$ cat src/assert_macros.svh
// Assertion macros used by the core RTL file of the LED pattern queue.
`ifndef ASSERT_MACROS_SVH
`define ASSERT_MACROS_SVH

// Check a condition at every clock edge outside reset.
`define ASSERT_ALWAYS(label, cond, msg) \
	label: assert property (@(posedge clk) disable iff (!arst_n) (cond)) \
		else $error(msg);

// Check that a condition holds in the cycle after a trigger.
`define ASSERT_NEXT(label, trig, cons, msg) \
	label: assert property (@(posedge clk) disable iff (!arst_n) (trig) |=> (cons)) \
		else $error(msg);

// Check that a condition holds in the same cycle as a trigger.
`define ASSERT_SAME(label, trig, cons, msg) \
	label: assert property (@(posedge clk) disable iff (!arst_n) (trig) |-> (cons)) \
		else $error(msg);

`endif

$ cat src/slpq_pkg.sv
// Types, constants and register codes of the LED pattern queue.
package slpq_pkg;

	// Field and register widths
	localparam int CFG_W      = 16;
	localparam int PHASE_W    = 16;
	localparam int CMD_W      = 4;
	localparam int PAT_W      = 2;
	localparam int NUM_PAT    = 4;
	localparam int QJOBS_W    = 5;
	localparam int CFG_IDX_W  = 8;
	localparam int IN_DATA_W  = 8;
	localparam int OUT_DATA_W = 8;

	// Default sizes
	localparam int DEF_QUEUE_DEPTH     = 16;
	localparam int DEF_PERIODS_PER_JOB = 50;

	// Register reset values
	localparam logic [CFG_W-1:0] RST_PERIOD0 = 16'd1000;
	localparam logic [CFG_W-1:0] RST_DUTY0   = 16'd0;
	localparam logic [CFG_W-1:0] RST_PERIOD1 = 16'd1000;
	localparam logic [CFG_W-1:0] RST_DUTY1   = 16'd1000;
	localparam logic [CFG_W-1:0] RST_PERIOD2 = 16'd200;
	localparam logic [CFG_W-1:0] RST_DUTY2   = 16'd100;
	localparam logic [CFG_W-1:0] RST_PERIOD3 = 16'd2000;
	localparam logic [CFG_W-1:0] RST_DUTY3   = 16'd1000;

	// Pattern in force after reset
	localparam logic [CFG_W-1:0] RST_ACT_PERIOD = 16'd2000;
	localparam logic [CFG_W-1:0] RST_ACT_DUTY   = 16'd0;

	// Request kinds carried in tuser
	localparam logic REQ_TICK = 1'b0;
	localparam logic REQ_PUSH = 1'b1;

	// Configuration register indexes
	typedef enum logic [2:0] {
		REG_PERIOD0 = 3'd0,
		REG_DUTY0   = 3'd1,
		REG_PERIOD1 = 3'd2,
		REG_DUTY1   = 3'd3,
		REG_PERIOD2 = 3'd4,
		REG_DUTY2   = 3'd5,
		REG_PERIOD3 = 3'd6,
		REG_DUTY3   = 3'd7
	} cfg_reg_t;

endpackage

$ cat src/slpq_ram.sv
// Generic single-write, single-read RAM with registered read data.
module slpq_ram #(
	parameter int WIDTH = 4,
	parameter int DEPTH = 16
) (
	input  logic                     clk,
	input  logic                     we,
	input  logic [$clog2(DEPTH)-1:0] waddr,
	input  logic [WIDTH-1:0]         wdata,
	input  logic [$clog2(DEPTH)-1:0] raddr,
	output logic [WIDTH-1:0]         rdata
);

	logic [WIDTH-1:0] mem_q [DEPTH];

	// Write port and registered read port
	always_ff @(posedge clk) begin
		if (we) begin
			mem_q[waddr] <= wdata;
		end
		rdata <= mem_q[raddr];
	end

endmodule

$ cat src/status_led_pattern_queue_core.sv
// A result passes through the input stage and then the result register.
// Throughput: one item per cycle while the result stream does not stall; the next state of one item is combinational.
// The head command comes from a registered queue RAM read that is prefetched at the entry after the head.
// Reset (arst_n low, asynchronous): registers to defaults, queue empty, LED off.
// The queue RAM keeps its contents over reset; no clearing pass is run.
module status_led_pattern_queue_core
	import slpq_pkg::*;
#(
	parameter int QUEUE_DEPTH     = DEF_QUEUE_DEPTH,
	parameter int PERIODS_PER_JOB = DEF_PERIODS_PER_JOB
) (
	input  logic                  clk,
	input  logic                  arst_n,
	// Configuration write channel
	input  logic                  cfg_valid,
	output logic                  cfg_ready,
	input  logic [CFG_IDX_W-1:0]  cfg_index,
	input  logic [CFG_W-1:0]      cfg_data,
	// Input stream
	input  logic                  s_tvalid,
	output logic                  s_tready,
	input  logic [IN_DATA_W-1:0]  s_tdata,  // [3:0] pattern_cmd, [7:4] zero
	input  logic [0:0]            s_tuser,  // [0] req_type
	// Result stream
	output logic                  m_tvalid,
	input  logic                  m_tready,
	output logic [OUT_DATA_W-1:0] m_tdata   // [0] led_on, [1] showing,
	                                        // [6:2] queued_jobs, [7] push_dropped
);

	`include "assert_macros.svh"

	localparam int PTR_W = $clog2(QUEUE_DEPTH);
	localparam int CNT_W = $clog2(QUEUE_DEPTH + 1);
	localparam int PER_W = (PERIODS_PER_JOB > 1) ? $clog2(PERIODS_PER_JOB) : 1;

	localparam logic [CNT_W-1:0]   CNT_FULL = CNT_W'(QUEUE_DEPTH);
	localparam logic [PTR_W:0]     PTR_WRAP = (PTR_W + 1)'(QUEUE_DEPTH);
	localparam logic [PTR_W-1:0]   PTR_LAST = PTR_W'(QUEUE_DEPTH - 1);
	localparam logic [PER_W:0]     PER_DONE = (PER_W + 1)'(PERIODS_PER_JOB);

	// Configuration registers
	logic [CFG_W-1:0] period_q [NUM_PAT];
	logic [CFG_W-1:0] duty_q   [NUM_PAT];

	// Input stage
	logic             valid_s1;
	logic             req_s1;
	logic [CMD_W-1:0] cmd_s1;

	// Block state
	logic [PTR_W-1:0]   head_q;
	logic [CNT_W-1:0]   count_q;
	logic [PER_W-1:0]   periods_q;
	logic [PHASE_W-1:0] phase_q;
	logic [CFG_W-1:0]   act_period_q;
	logic [CFG_W-1:0]   act_duty_q;
	logic               led_q;
	logic [CMD_W-1:0]   head_cmd_q;
	logic               reload_q;
	logic               m_valid_q;
	logic               dropped_q;

	// Next-state values
	logic [PTR_W-1:0]   head_d;
	logic [CNT_W-1:0]   count_d;
	logic [PER_W-1:0]   periods_d;
	logic [PHASE_W-1:0] phase_d;
	logic [CFG_W-1:0]   act_period_d;
	logic [CFG_W-1:0]   act_duty_d;
	logic               led_d;
	logic [CMD_W-1:0]   head_cmd_d;
	logic               reload_d;
	logic               dropped_d;

	logic               adv;
	logic               full;
	logic               push_ok;
	logic [PTR_W:0]     tail_sum;
	logic [PTR_W-1:0]   tail;
	logic [PTR_W-1:0]   head_inc;
	logic [CMD_W-1:0]   rd_cmd;
	logic [CMD_W-1:0]   cur_cmd;
	logic [CFG_W-1:0]   sel_period;
	logic [CFG_W-1:0]   sel_duty;
	logic [CFG_W-1:0]   eff_period;
	logic [CFG_W-1:0]   eff_duty;
	logic [PHASE_W:0]   phase_inc;
	logic [PER_W:0]     per_inc;
	logic [CFG_W-1:0]   act_eff_period;

	// Handshakes: the result register frees the input stage when it is empty or taken
	assign cfg_ready = 1'b1;
	assign adv       = valid_s1 && (!m_valid_q || m_tready);
	assign s_tready  = !valid_s1 || adv;
	assign m_tvalid  = m_valid_q;

	// Result fields follow the state, which only changes when a new result loads
	assign m_tdata = {dropped_q, QJOBS_W'(count_q), (count_q != '0), led_q};

	// Queue pointers
	assign full     = (count_q == CNT_FULL);
	assign push_ok  = (req_s1 == REQ_PUSH) && !full;
	assign tail_sum = (PTR_W + 1)'(head_q) + (PTR_W + 1)'(count_q);
	assign tail     = (tail_sum >= PTR_WRAP) ? PTR_W'(tail_sum - PTR_WRAP) : PTR_W'(tail_sum);
	assign head_inc = (head_q == PTR_LAST) ? '0 : head_q + 1'b1;

	// Queue storage, read one entry past the head for the job after a pop
	slpq_ram #(
		.WIDTH (CMD_W),
		.DEPTH (QUEUE_DEPTH)
	) u_queue (
		.clk   (clk),
		.we    (adv && push_ok),
		.waddr (tail),
		.wdata (cmd_s1),
		.raddr (head_inc),
		.rdata (rd_cmd)
	);

	// Pick the head command and the pattern it selects
	assign cur_cmd = reload_q ? rd_cmd : head_cmd_q;

	always_comb begin
		sel_period = act_period_q;
		sel_duty   = act_duty_q;
		if (phase_q == '0 && cur_cmd < CMD_W'(NUM_PAT)) begin
			sel_period = period_q[cur_cmd[PAT_W-1:0]];
			sel_duty   = duty_q[cur_cmd[PAT_W-1:0]];
		end
	end

	// Clamp period and duty, step the phase
	assign eff_period = (sel_period == '0) ? CFG_W'(1) : sel_period;
	assign eff_duty   = (sel_duty > eff_period) ? eff_period : sel_duty;
	assign phase_inc  = (PHASE_W + 1)'(phase_q) + 1'b1;
	assign per_inc    = (PER_W + 1)'(periods_q) + 1'b1;

	// Next state for the item in the input stage
	always_comb begin
		head_d       = head_q;
		count_d      = count_q;
		periods_d    = periods_q;
		phase_d      = phase_q;
		act_period_d = act_period_q;
		act_duty_d   = act_duty_q;
		led_d        = led_q;
		head_cmd_d   = reload_q ? rd_cmd : head_cmd_q;
		reload_d     = 1'b0;
		dropped_d    = 1'b0;
		if (req_s1 == REQ_PUSH) begin
			if (full) begin
				dropped_d = 1'b1;
			end else begin
				if (count_q == '0) begin
					phase_d    = '0;
					periods_d  = '0;
					head_cmd_d = cmd_s1;
				end
				count_d = count_q + 1'b1;
			end
		end else if (count_q == '0) begin
			led_d = 1'b0;
		end else begin
			act_period_d = sel_period;
			act_duty_d   = sel_duty;
			led_d        = (phase_q < eff_duty);
			phase_d      = PHASE_W'(phase_inc);
			if (phase_inc >= (PHASE_W + 1)'(eff_period)) begin
				phase_d   = '0;
				periods_d = PER_W'(per_inc);
				if (per_inc >= PER_DONE) begin
					periods_d = '0;
					head_d    = head_inc;
					count_d   = count_q - 1'b1;
					reload_d  = 1'b1;
					if (count_q == CNT_W'(1)) begin
						led_d = 1'b0;
					end
				end
			end
		end
	end

	// Configuration writes; indexes past the last register are ignored
	always_ff @(posedge clk or negedge arst_n) begin
		if (!arst_n) begin
			period_q[0] <= RST_PERIOD0;
			duty_q[0]   <= RST_DUTY0;
			period_q[1] <= RST_PERIOD1;
			duty_q[1]   <= RST_DUTY1;
			period_q[2] <= RST_PERIOD2;
			duty_q[2]   <= RST_DUTY2;
			period_q[3] <= RST_PERIOD3;
			duty_q[3]   <= RST_DUTY3;
		end else if (cfg_valid && cfg_ready && cfg_index[CFG_IDX_W-1:3] == '0) begin
			case (cfg_reg_t'(cfg_index[2:0]))
				REG_PERIOD0: period_q[0] <= cfg_data;
				REG_DUTY0:   duty_q[0]   <= cfg_data;
				REG_PERIOD1: period_q[1] <= cfg_data;
				REG_DUTY1:   duty_q[1]   <= cfg_data;
				REG_PERIOD2: period_q[2] <= cfg_data;
				REG_DUTY2:   duty_q[2]   <= cfg_data;
				REG_PERIOD3: period_q[3] <= cfg_data;
				REG_DUTY3:   duty_q[3]   <= cfg_data;
				default: ;
			endcase
		end
	end

	// Input stage: capture a transfer, drop it once it moves on
	always_ff @(posedge clk or negedge arst_n) begin
		if (!arst_n) begin
			valid_s1 <= 1'b0;
		end else if (s_tvalid && s_tready) begin
			valid_s1 <= 1'b1;
		end else if (adv) begin
			valid_s1 <= 1'b0;
		end
	end

	always_ff @(posedge clk) begin
		if (s_tvalid && s_tready) begin
			req_s1 <= s_tuser[0];
			cmd_s1 <= s_tdata[CMD_W-1:0];
		end
	end

	// State and result register
	always_ff @(posedge clk or negedge arst_n) begin
		if (!arst_n) begin
			head_q       <= '0;
			count_q      <= '0;
			periods_q    <= '0;
			phase_q      <= '0;
			act_period_q <= RST_ACT_PERIOD;
			act_duty_q   <= RST_ACT_DUTY;
			led_q        <= 1'b0;
			head_cmd_q   <= '0;
			reload_q     <= 1'b0;
			dropped_q    <= 1'b0;
			m_valid_q    <= 1'b0;
		end else begin
			if (adv) begin
				head_q       <= head_d;
				count_q      <= count_d;
				periods_q    <= periods_d;
				phase_q      <= phase_d;
				act_period_q <= act_period_d;
				act_duty_q   <= act_duty_d;
				led_q        <= led_d;
				head_cmd_q   <= head_cmd_d;
				reload_q     <= reload_d;
				dropped_q    <= dropped_d;
				m_valid_q    <= 1'b1;
			end else begin
				// Latch the prefetched head command once after a pop
				if (reload_q) begin
					head_cmd_q <= rd_cmd;
					reload_q   <= 1'b0;
				end
				if (m_tready) begin
					m_valid_q <= 1'b0;
				end
			end
		end
	end

	// Clamped period of the pattern in force
	assign act_eff_period = (act_period_q == '0) ? CFG_W'(1) : act_period_q;

	`ASSERT_ALWAYS(a_count_bound, count_q <= CNT_FULL, "queue count above depth")
	`ASSERT_SAME(a_idle_led_off, count_q == '0, !led_q, "LED lit with an empty queue")
	`ASSERT_SAME(a_phase_bound, count_q != '0 && phase_q != '0, phase_q < act_eff_period, "phase past period")
	`ASSERT_NEXT(a_full_drop, adv && req_s1 == REQ_PUSH && full, m_valid_q && dropped_q, "full push not flagged")

endmodule
$ cat config.mk
export PLATFORM = sky130hd
export DESIGN_NAME = status_led_pattern_queue_core
export DESIGN_NICKNAME = d
export VERILOG_FILES = /design/src/slpq_pkg.sv /design/src/slpq_ram.sv /design/src/status_led_pattern_queue_core.sv
export VERILOG_INCLUDE_DIRS = /design/src /design/src/src
export SDC_FILE = /design/constraint.sdc
export NUM_CORES = 1
export LEC_CHECK = 0
export BUFFER_PORTS_ARGS = -buffer_cell sky130_fd_sc_hd__buf_2
export CAP_MARGIN = 30
export CORE_MARGIN = 5
export CORE_UTILIZATION = 62
export DETAILED_ROUTE_END_ITERATION = 12
export PLACE_DENSITY_LB_ADDON = 0.2
export REMOVE_ABC_BUFFERS = 1
export SYNTH_ARGS = -nofsm -noshare
export SYNTH_HDL_FRONTEND = slang
export SYNTH_SLANG_ARGS = --single-unit
$ cat constraint.sdc
create_clock -name clk -period 8.3 [get_ports clk]
set_input_delay 0.83 -clock clk [delete_from_list [all_inputs] [get_ports clk]]
set_output_delay 0.83 -clock clk [all_outputs]
set_load 0.02 [all_outputs]
==> summary.md <==
| Metric | Value |
|---|---|
| Global route total overflow | 0 |
| Post-synthesis mux area share | 0.225 |
| CTS sink cnt | 273 |
| Sequential fraction of the synthesis area | 0.529 |
| Fin crit period | 7050 ps |
| Hold Path Class | in2async |
| Final WL | 28800 um |
| Initial DRC count | 606 |
| CTS H-tree depth | 1 |
| CTS clk-pin slew, worst paths | 60 ps |
| Layout area overhead | 11.7% |
| Max_cap viols | 0 |
| Post-Syn Area | 13600 um^2 |
| Fin nets | 1187 |
| Clock Path Buffers | 3 |
| Yosys reg bits | 273 |
| Area fraction in compound gates after synthesis | 0.0594 |
| Cell area after placement | 14200 um^2 |
| # resized after CTS | 0 |
| Period utilization | 0.850 |
| Number of synthesized flops with an enable pin | 69 |
| Critical path class | reg2reg |
| Yosys warns | 0 |
| Vias | 8608 |
| Slew headroom | 0.337 |
| Post-layout util | 0.701 |
| Wire length per cell | 20.7 um |
| WP data arrival | 7510 ps |
| Worst Path Max Fanout | 31 |
| Asr flop ratio synth | 0.733 |
| IO Count | 49 |
| Cells after Synth | 1046 |
| Initial Util | 0.627 |
| VDD IR max | 184 uV |
| # setup viols final | 0 |
| I/O Buffers | 43 |
| CTS tree | yes |
| Final Max Slew Viols | 0 |
| Synth Area in Simple Gates | 0.0938 |
| Die Y | 158 um |
| Pin count of the biggest net entering global routing | 79 |
| Clk root buf | clkbuf_16 |
| Initial antenna violation count | 0 |
| Startpoint Class | flip-flop |
| Die W | 158 um |
| Number of global-route vias before repair | 8630 |
| Status | finished clean |
| Synth cell types | 60 |
| Clk Latency, worst-skew pair | 550 ps |
| Setup TNS | 0 ps |
| Antenna cells | 0 |
| Top_reg_cell synth | dfrtp_1 |
| First-pass DRT Iterations | 5 |
| Post-DR vias/cell | 6.18 |
| RSZ-0062 raised after global routing | no |
| Total CTS buffers | 28 |
| Remaining antenna violation count | 0 |
| Site row count | 54 |
| Final instance area | 15200 um^2 |
| PD cells | 238 nW/um^2 |
| Global-route wire length before repair | 47200 um |
| Final Power | 3.63 mW |
| CP endpoint kind | flip-flop |
| Share of cells above drive strength 1 | 0.329 |
| Final std cells w/o fill | 1392 |
| Xor and xnor area share after synthesis | 0.0173 |
| Syn Area/Cell | 13.0 um^2 |
| Core Region | 21800 um^2 |
| Die area | 25100 um^2 |
| F_max | 142 MHz |
| Worst-margin pin slew | 991 ps |
| DRC violations left | 0 |
| Synth Area in Adders | 0.0547 |
| LEAKAGE | 6.70 nW |
| Main combinational cell family by area after synthesis | multiplexers |
| Worst Path Required | 8750 ps |
| Final Hold Viols | 0 |
| Final GP Congestion | 0.908 |
| Post-Place Cells | 1337 |
| Cts hold-fix bufs | 0 |
| Post-CTS Setup Bufs | 0 |
| GRT Util Overall | 0.239 |
| Clk_skew | 14.9 ps |
| Post-DP HPWL | 19600 um |
## flip-flops by register name, indices dropped and copies added, names as in the netlist, 5 cells and up
signal / count
duty_q: 64
period_q: 64
u_queue.mem_q: 64
act_duty_q: 16
act_period_q: 16
phase_q: 16
periods_q: 6
count_q: 5
## critical path: stages, from the launching register on
cell	delay (ps)
dfrtp_1	560
mux2i_4	690
buf_4	340
mux4_2	550
mux2i_1	410
nand4_1	160
or4b_1	500
nand2_1	120
ha_1	160
nor2b_1	50
o21a_1	160
o21a_1	150
o21ai_0	150
o2111ai_1	160
and2_1	480
nand2_1	170
o21ai_1	90
ha_1	330
a21o_1	160
a21o_1	160
a21oi_1	130
o21ai_0	100
a21o_1	200
a2111oi_0	570
a21oi_1	170
a211oi_2	240
## cell families after synthesis
| logic type | count (synthesis) |
|---|---|
| flip-flops | 273 |
| AND/OR/NAND/NOR | 268 |
| multiplexers | 222 |
| AO/OA/AOI/OAI | 130 |
| buffers and inverters | 66 |
| adder cells (fa/ha/maj) | 59 |
| XOR/XNOR | 27 |
| other | 1 |
## power by group
| group | internal, mW | leakage [nW] | switching, mW |
|---|---|---|---|
| clock network | 0.778 | 0.470 | 0.507 |
| logic | 0.327 | 3.01 | 0.431 |
| registers | 1.49 | 3.22 | 0.0997 |
| total | 2.59 | 6.70 | 1.04 |
## Yosys cell counts, types with 5 or more instances
cell        n  share of area
nand3_1    20         0.0073
nand2_1   118          0.032
dfstp_2    42          0.081
o21ai_1    24         0.0088
nor2b_1     6         0.0028
nor3b_1     7         0.0039
ha_1       58          0.053
xor2_1     10         0.0064
mux4_2     52          0.086
edfxtp_1   69           0.15
nand2b_1    7         0.0032
clkbuf_1   43          0.012
xnor2_1    17          0.011
buf_1       5         0.0014
inv_1      11         0.0030
o31ai_1     8         0.0044
mux2i_1    22          0.016
a21o_1     18         0.0099
o21bai_1    7         0.0039
nand3b_1    6         0.0033
a21oi_1    28          0.010
mux2_2    146           0.12
nor3_1      8         0.0029
nor2_1     41          0.011
and3_1     11         0.0050
nand4_1    22          0.010
dfrtp_1   158           0.29
o21ai_0    20         0.0073
## routing by layer
layer  share of wire  global-route usage
met1            0.45               0.366
met2            0.47               0.364
met3           0.058              0.0400
met4           0.026              0.0593
met5               0                   0
## layout make-up
cell class	instances	area, um^2
fillers	1483	6520
repair buffers	69	483
clock buffers	47	876
multi-input cells	707	6190
clock inverters	5	88.8
well taps	280	350
flip-flops and latches	273	7210
inverters	11	41.3
## placed cells by master, fill, tap and decap left out, types with 18 or more instances in the layout
cell,instances
edfxtp_1,69
clkbuf_16,28
dfstp_2,42
buf_4,21
nand4_1,22
o21ai_1,24
a21o_1,18
dfrtp_1,158
nand2_1,118
o21ai_0,20
mux2_2,146
mux4_2,52
ha_1,58
a21oi_1,28
nand3_1,20
nor2_1,41
buf_2,42
mux2i_1,21
## metrics by stage
stage          hold WS (ps)  worst slack (ps)
3_3_place_gp            454              1310
3_5_place_dp            459              1280
2_1_floorplan           442             -63.0
6_report                231              1250
4_1_cts                 228              1230
5_1_grt                 247               700
## worst paths after layout
check / cells after the start / slack [ps] / from / end
hold / removal: 1 / 230 / arst_n / count_q[0]
setup reg to reg: 25 / 1250 / reload_q / led_q
min in group clk: 1 / 460 / s_tdata[2] / cmd_s1[2]
hold reg to reg: 2 / 470 / act_duty_q[2] / act_duty_q[2]
max in group asynchronous: 3 / 7160 / arst_n / duty_q[5]
setup / recovery: 25 / 1250 / reload_q / led_q
Power figures use the tool's default switching activity.
